==> config.mk <==
export PLATFORM = sky130hd
export DESIGN_NAME = utf8_byte_stream_decoder_unit_flat
export DESIGN_NICKNAME = d
export VERILOG_FILES = /design/src/rtl/utf8d_pkg.sv /design/src/rtl/utf8d_if.sv /design/src/rtl/utf8_byte_stream_decoder_unit.sv /design/src/flat_wrapper.sv
export SDC_FILE = /design/constraint.sdc
export NUM_CORES = 1
export LEC_CHECK = 0
export ABC_CLOCK_PERIOD_IN_PS = 10870
export BUFFER_PORTS_ARGS = -buffer_cell sky130_fd_sc_hd__buf_4
export CAP_MARGIN = 5
export CORE_AREA = 2 2 73 75
export CTS_BUF_LIST = sky130_fd_sc_hd__clkbuf_4 sky130_fd_sc_hd__clkbuf_8
export CTS_CLUSTER_DIAMETER = 30
export DETAILED_ROUTE_END_ITERATION = 7
export DIE_AREA = 0 0 75 77
export PLACE_DENSITY = 0.9
export RECOVER_POWER = 25
export SETUP_SLACK_MARGIN = 0.02
export SLEW_MARGIN = 20
export SYNTH_ARGS = -nofsm -noshare
export SYNTH_HDL_FRONTEND = slang
export SYNTH_SLANG_ARGS = --single-unit
==> constraint.sdc <==
create_clock -name clock -period 10.87 [get_ports clock]
set_input_delay 1.087 -clock clock [delete_from_list [all_inputs] [get_ports clock]]
set_output_delay 1.087 -clock clock [all_outputs]
set_load 0.01 [all_outputs]
==> src/rtl/utf8d_pkg.sv <==
// Shared widths, byte-class masks and skip-state codes for the UTF-8 byte decoder.
package utf8d_pkg;

   localparam int BYTE_W = 8;
   localparam int CP_W   = 31;
   localparam int CNT_W  = 3;

   // Byte-class masks and their match patterns
   localparam logic [BYTE_W-1:0] PAYLOAD_MASK = 8'h3F;
   localparam logic [BYTE_W-1:0] TOP_BIT      = 8'h80;
   localparam logic [BYTE_W-1:0] MASK_C0      = 8'hC0;
   localparam logic [BYTE_W-1:0] MASK_E0      = 8'hE0;
   localparam logic [BYTE_W-1:0] MASK_F0      = 8'hF0;
   localparam logic [BYTE_W-1:0] MASK_F8      = 8'hF8;
   localparam logic [BYTE_W-1:0] MASK_FC      = 8'hFC;
   localparam logic [BYTE_W-1:0] MASK_FE      = 8'hFE;

   // Continuation bytes still expected after each lead form
   localparam logic [CNT_W-1:0] CONT_2B = 3'd1;
   localparam logic [CNT_W-1:0] CONT_3B = 3'd2;
   localparam logic [CNT_W-1:0] CONT_4B = 3'd3;
   localparam logic [CNT_W-1:0] CONT_5B = 3'd4;
   localparam logic [CNT_W-1:0] CONT_6B = 3'd5;

   // Run-absorbing state after an error
   typedef enum logic [2:0] {
      SKIP_NONE = 3'b001,
      SKIP_CONT = 3'b010,
      SKIP_HIGH = 3'b100
   } skip_type;

endpackage

==> src/rtl/utf8d_if.sv <==
// Valid/ready channel interfaces for the byte input and the code point output.
interface utf8d_req_if
   import utf8d_pkg::*;
   ();
   logic              valid;
   logic              ready;
   logic [BYTE_W-1:0] byte_in;

   modport source (output valid, output byte_in, input ready);
   modport sink   (input valid, input byte_in, output ready);
endinterface

interface utf8d_rsp_if
   import utf8d_pkg::*;
   ();
   logic            valid;
   logic            ready;
   logic [CP_W-1:0] code_point;
   logic            is_error;
   logic            is_ascii;

   modport source (output valid, output code_point, output is_error, output is_ascii,
                   input ready);
   modport sink   (input valid, input code_point, input is_error, input is_ascii,
                   output ready);
endinterface

==> src/rtl/utf8_byte_stream_decoder_unit.sv <==
// UTF-8 byte stream decoder (one to six byte forms) with input and result registers.
// A byte passes the input register, the single decode step and then the result
// register. Throughput: one byte per cycle while the result register is empty or
// being taken; output back-pressure stalls the input register.
// Reset (synchronous, active high) clears both valid flags, the gathered
// code point bits, the pending count and the skip state; no clearing pass.
module utf8_byte_stream_decoder_unit
   import utf8d_pkg::*;
(
   input  logic          clock,
   input  logic          reset,
   utf8d_req_if.sink     req_chan,
   utf8d_rsp_if.source   rsp_chan
);

   // Input register
   logic              in_valid_ff;
   logic [BYTE_W-1:0] in_byte_ff;

   // Decoder state
   logic [CP_W-1:0]   acc_ff, acc_in;
   logic [CNT_W-1:0]  rem_ff, rem_in;
   skip_type          skip_ff, skip_in;

   // Result register
   logic              out_valid_ff;
   logic [CP_W-1:0]   out_cp_ff;
   logic              out_err_ff;
   logic              out_ascii_ff;

   // Decode results
   logic              res_valid;
   logic [CP_W-1:0]   res_cp;
   logic              res_err;
   logic              res_ascii;
   logic              is_cont;
   logic              is_high;
   logic              absorb;

   logic              out_free;
   logic              step;
   logic              in_ready;

   // Handshake: result register frees when empty or being taken
   assign out_free = !out_valid_ff || rsp_chan.ready;
   assign step     = in_valid_ff && out_free;
   assign in_ready = !in_valid_ff || out_free;
   assign req_chan.ready = in_ready;

   // Input register
   always_ff @(posedge clock) begin
      if (reset) begin
         in_valid_ff <= 1'b0;
      end else if (in_ready) begin
         in_valid_ff <= req_chan.valid;
      end
      if (in_ready && req_chan.valid) begin
         in_byte_ff <= req_chan.byte_in;
      end
   end

   // Byte classes
   assign is_cont = (in_byte_ff & MASK_C0) == TOP_BIT;
   assign is_high = (in_byte_ff & MASK_FE) == MASK_FE;

   // Absorb test for a run of the kind being skipped
   always_comb begin
      unique case (skip_ff)
         SKIP_CONT: absorb = is_cont;
         SKIP_HIGH: absorb = is_high;
         SKIP_NONE: absorb = 1'b0;
         default:   absorb = 1'b0;
      endcase
   end

   // Single decode step
   always_comb begin
      acc_in    = acc_ff;
      rem_in    = rem_ff;
      skip_in   = skip_ff;
      res_valid = 1'b0;
      res_cp    = '0;
      res_err   = 1'b0;
      res_ascii = 1'b0;
      if (rem_ff != '0) begin
         // continuation expected: take the low six bits whatever the byte
         rem_in = rem_ff - CNT_W'(1);
         if (rem_ff == CNT_W'(1)) begin
            res_valid = 1'b1;
            res_cp    = {acc_ff[CP_W-7:0], in_byte_ff[5:0]};
            acc_in    = '0;
         end else begin
            acc_in = {acc_ff[CP_W-7:0], in_byte_ff[5:0]};
         end
      end else if (!absorb) begin
         skip_in = SKIP_NONE;
         if ((in_byte_ff & TOP_BIT) == '0) begin
            res_valid = 1'b1;
            res_ascii = 1'b1;
            res_cp    = CP_W'(in_byte_ff);
            acc_in    = '0;
         end else if (is_cont) begin
            // stray continuation: one error, then absorb the run
            skip_in   = SKIP_CONT;
            res_valid = 1'b1;
            res_err   = 1'b1;
            acc_in    = '0;
         end else if ((in_byte_ff & MASK_E0) == MASK_C0) begin
            acc_in = CP_W'(in_byte_ff[4:0]);
            rem_in = CONT_2B;
         end else if ((in_byte_ff & MASK_F0) == MASK_E0) begin
            acc_in = CP_W'(in_byte_ff[3:0]);
            rem_in = CONT_3B;
         end else if ((in_byte_ff & MASK_F8) == MASK_F0) begin
            acc_in = CP_W'(in_byte_ff[2:0]);
            rem_in = CONT_4B;
         end else if ((in_byte_ff & MASK_FC) == MASK_F8) begin
            acc_in = CP_W'(in_byte_ff[1:0]);
            rem_in = CONT_5B;
         end else if ((in_byte_ff & MASK_FE) == MASK_FC) begin
            acc_in = CP_W'(in_byte_ff[0]);
            rem_in = CONT_6B;
         end else begin
            // 0xFE/0xFF: one error, then absorb the run
            skip_in   = SKIP_HIGH;
            res_valid = 1'b1;
            res_err   = 1'b1;
            acc_in    = '0;
         end
      end
   end

   // Decoder state update, once per processed item
   always_ff @(posedge clock) begin
      if (reset) begin
         acc_ff  <= '0;
         rem_ff  <= '0;
         skip_ff <= SKIP_NONE;
      end else if (step) begin
         acc_ff  <= acc_in;
         rem_ff  <= rem_in;
         skip_ff <= skip_in;
      end
   end

   // Result register
   always_ff @(posedge clock) begin
      if (reset) begin
         out_valid_ff <= 1'b0;
      end else if (out_free) begin
         out_valid_ff <= step && res_valid;
      end
      if (step && res_valid) begin
         out_cp_ff    <= res_cp;
         out_err_ff   <= res_err;
         out_ascii_ff <= res_ascii;
      end
   end

   assign rsp_chan.valid      = out_valid_ff;
   assign rsp_chan.code_point = out_cp_ff;
   assign rsp_chan.is_error   = out_err_ff;
   assign rsp_chan.is_ascii   = out_ascii_ff;

endmodule
==> src/flat_wrapper.sv <==
// flat-port wrapper written by rule: the top's interface ports become plain ports
module utf8_byte_stream_decoder_unit_flat import utf8d_pkg::*;
  (clock, reset, req_chan_valid, req_chan_byte_in, req_chan_ready, rsp_chan_valid, rsp_chan_code_point, rsp_chan_is_error, rsp_chan_is_ascii, rsp_chan_ready);
  utf8d_req_if req_chan_i ();
  utf8d_rsp_if rsp_chan_i ();
  input  logic clock;
  input  logic reset;
  input wire logic [$bits(req_chan_i.valid)-1:0] req_chan_valid;
  input wire logic [$bits(req_chan_i.byte_in)-1:0] req_chan_byte_in;
  output wire logic [$bits(req_chan_i.ready)-1:0] req_chan_ready;
  output wire logic [$bits(rsp_chan_i.valid)-1:0] rsp_chan_valid;
  output wire logic [$bits(rsp_chan_i.code_point)-1:0] rsp_chan_code_point;
  output wire logic [$bits(rsp_chan_i.is_error)-1:0] rsp_chan_is_error;
  output wire logic [$bits(rsp_chan_i.is_ascii)-1:0] rsp_chan_is_ascii;
  input wire logic [$bits(rsp_chan_i.ready)-1:0] rsp_chan_ready;
  assign req_chan_i.valid = req_chan_valid;
  assign req_chan_i.byte_in = req_chan_byte_in;
  assign req_chan_ready = req_chan_i.ready;
  assign rsp_chan_valid = rsp_chan_i.valid;
  assign rsp_chan_code_point = rsp_chan_i.code_point;
  assign rsp_chan_is_error = rsp_chan_i.is_error;
  assign rsp_chan_is_ascii = rsp_chan_i.is_ascii;
  assign rsp_chan_i.ready = rsp_chan_ready;
  utf8_byte_stream_decoder_unit u_core (.clock(clock), .reset(reset), .req_chan(req_chan_i), .rsp_chan(rsp_chan_i));
endmodule
==> impl_metrics.csv <==
group,metric,value,unit
sta,rsz0062_at_grt,"no",
critical_path,cp_max_fo,26,
sta,fin_skew,0.00954,ns
cts,cts.sink_count,74,
floorplanning,initial_core_util,59.5,%
synthesis,synth_cell_type_count,43,
cts,cts_buffers,9,
hold_path,hold_class,"flop to flop",
cts,cts_buffer_depth,2,
finish,area_delta_synth_final,19.8,%
critical_path,reg2reg_from,"u_core.rem_ff[0]",
floorplanning,die_h,77,um
placed_design,dp_cells,352,
sta,setup-tns-final,0,ns
detailed_routing,ant_nets,0,
finish,layout_commonest_cell,"edfxtp_1",
pwr,power,0.598,mW
sta,hold_violations,0,
placed_design,place_area,0.00333,mm^2
floorplanning,core_area,0.00498,mm^2
global_routing,antenna_found_initial,0,
cts,cts-root-buf,"clkbuf_8",
synthesis,avgSynthCellArea,11.9,um^2
finish,antenna_cells,0,
sta,slew_headroom,-47.0,%
placed_design,dp_hpwl,3.54,mm
pwr,pwr-share-comb,7.6,%
floorplanning,ios,47,
sta,finalSetupViolCount,0,
floorplanning,dieArea,0.00578,mm^2
outcome,status,"finished with violations",
critical_path,critPathLaunchType,"flop",
critical_path,r2r_slack,7.82,ns
cts,htreeDepth,3,
critical_path,cp.required,11.09,ns
detailed_routing,drt-pass1-iter-count,4,
placed_design,place.gp.congestion,0.854,
cts,worstSkewPairLatency,0.35,ns
global_routing,grt_max_degree,34,
synthesis,synth-seq-cells,74,
critical_path,endpoint_kind,"flop",
outcome,violations,"max-capacitance violations, max-slew violations",
synthesis,synth_cells,250,
global_routing,grt.total_usage,20.6,%
pwr,power.leakage,1.28,nW
global_routing,grt_pass1_vias,1958,
pwr,sw_frac_of_total,23.9,%
pwr,power.density,168,mW/mm^2
floorplanning,num_rows,26,
critical_path,startpoint,"u_core.rem_ff[0]",
finish,fin_cells,368,
synthesis,synthAdderAreaFrac,1.27,%
pwr,pwr-share-clk,40.2,%
pwr,net-switching-power,0.143,mW
synthesis,yosys.area_share.simple,18.8,%
synthesis,synth_xor_xnor_area_share,0,%
critical_path,endpoint,"u_core.rsp_chan.code_point[3]",
job,maxCapViolations,1,
critical_path,r2r_cells,5,
detailed_routing,wl_per_cell,14.8,um
synthesis,yosys_most_used_dff,"edfxtp_1",
sta,slew_violations,27,
synthesis,synth_edf_count,41,
cts,cts_resized,0,
finish,drive_gt1_share,23.5,%
synthesis,synth_area,0.00296,mm^2
pwr,p_seq_share,52.2,%
detailed_routing,num_vias,2023,
detailed_routing,drt-total-wl,5.46,mm
floorplanning,die_x,75,um
synthesis,postSynthNetCount,265,
pwr,p_int,0.455,mW
placed_design,port_buffers,46,
detailed_routing,vias_per_cell,5.50,
synthesis,synthArstFlopShare,0,%
sta,fmax,0.328,GHz
cts,cts_setup_buffers,0,
synthesis,synth_top_family_by_area,"simple AND/OR/NAND/NOR gates",
sta,period_share,28.1,%
finish,finish.utilization,71.3,%
cts,clkSlewWorstSetupHoldPaths,0.08,ns
synthesis,synth-compound-area-share,12.1,%
detailed_routing,drtIter0Drc,142,
critical_path,arrival,3.27,ns
synthesis,seq_area_frac_synth,63.9,%
finish,final_cell_mix,"41 x edfxtp_1, 37 x buf_4, 33 x dfxtp_1, 29 x nor2_1, 21 x a22oi_1",
critical_path,critPathKind,"flop to flop",
detailed_routing,route.detailed.drc,0,
finish,fin_nets,308,
sta,worst-slew-pin-transition,2.20,ns
global_routing,grt.overflow.total,0,
cts,holdBufCountCts,0,
global_routing,grt_first_pass_wirelength,8.84,mm
cts,cts_tree,"yes",
sta,period_minus_slack,3.05,ns
synthesis,ys_warn_count,0,
synthesis,synthMuxAreaShare,0.718,%
pwr,ir_drop,156,uV
finish,fin_area,0.00355,mm^2
critical_path,timing.rr.end,"u_core.rsp_chan.code_point[3]",
-- critical path: stages, from the launching register on --
cell and delay, ns:
dfxtp_1 0.37, inv_1 0.09, ha_1 0.26, nor3b_1 1.71, or2_1 0.34, and2_1 0.16
-- power by group through the flow --
stage                     combinational (mW)  sequential, mW  clock [mW]
after global placement                0.0446           0.318           0
after floorplan                       0.0273           0.319           0
final                                 0.0454           0.312       0.240
after global routing                  0.0496           0.313       0.254
after CTS                             0.0457           0.312       0.244
after detailed placement              0.0455           0.318           0
-- registers in the layout, summed over array words and instances, names as in the netlist --
name / flops
u_core.rsp_chan.code_point: 31
u_core.acc_ff: 25
u_core.in_byte_ff: 8
u_core.rem_ff: 3
u_core.skip_ff: 3
u_core.in_valid_ff: 1
u_core.rsp_chan.is_ascii: 1
u_core.rsp_chan.is_error: 1
u_core.rsp_chan.valid: 1
-- stage by stage --
| stage | hold WS [ns] | worst slack [ns] |
|---|---|---|
| 2_1_floorplan | 0.445 | 7.41 |
| 3_3_place_gp | 0.459 | 8.18 |
| 4_1_cts | 0.481 | 8.04 |
| 3_5_place_dp | 0.470 | 8.07 |
| 6_report | 0.482 | 7.82 |
| 5_1_grt | 0.497 | 7.43 |
-- routing by layer --
metal	GRT usage [%]	vias up	wire [um]
li1	-	990	-
met1	24.9	958	2270
met2	32.5	64	2790
met3	6.31	11	290
met4	10.4	0	102
met5	0	-	0
-- area by class of cell --
| type | count | area (um^2) |
|---|---|---|
| multi-input cells | 157 | 986 |
| fillers | 357 | 1430 |
| repair buffers | 46 | 342 |
| well taps | 70 | 87.6 |
| clock buffers | 9 | 124 |
| flip-flops and latches | 74 | 1890 |
| clock inverters | 7 | 101 |
| inverters | 5 | 18.8 |
-- Yosys cell counts, types with 5 or more instances --
master,count,share of area [%]
a21oi_1,12,2.0
a22oi_1,21,5.3
and2_1,31,6.5
clkbuf_1,8,1.0
dfxtp_1,33,22
edfxtp_1,41,42
inv_1,5,0.63
nand2_1,11,1.4
nand2b_1,5,1.1
nor2_1,29,3.7
-- cell families after synthesis --
group                      count (synthesis)
buffers and inverters                     19
adders and majority gates                  3
DFF                                       74
and+or+nand+nor                          101
muxes                                      2
AOI/OAI and AO/OA                         51
-- worst min-delay path by stage --
| stage | end | cells after the start | from | slack, ns |
|---|---|---|---|---|
| after detailed placement | u_core.acc_ff[1] | 2 | u_core.acc_ff[1] | 0.47 |
| final | u_core.acc_ff[1] | 2 | u_core.acc_ff[1] | 0.48 |
| after global routing | u_core.acc_ff[1] | 2 | u_core.acc_ff[1] | 0.50 |
| after CTS | u_core.acc_ff[1] | 2 | u_core.acc_ff[1] | 0.48 |
| after global placement | u_core.acc_ff[4] | 2 | u_core.acc_ff[4] | 0.46 |
| after floorplan | u_core.acc_ff[3] | 2 | u_core.acc_ff[3] | 0.45 |
No activity file was read; power rests on OpenSTA's default activity.
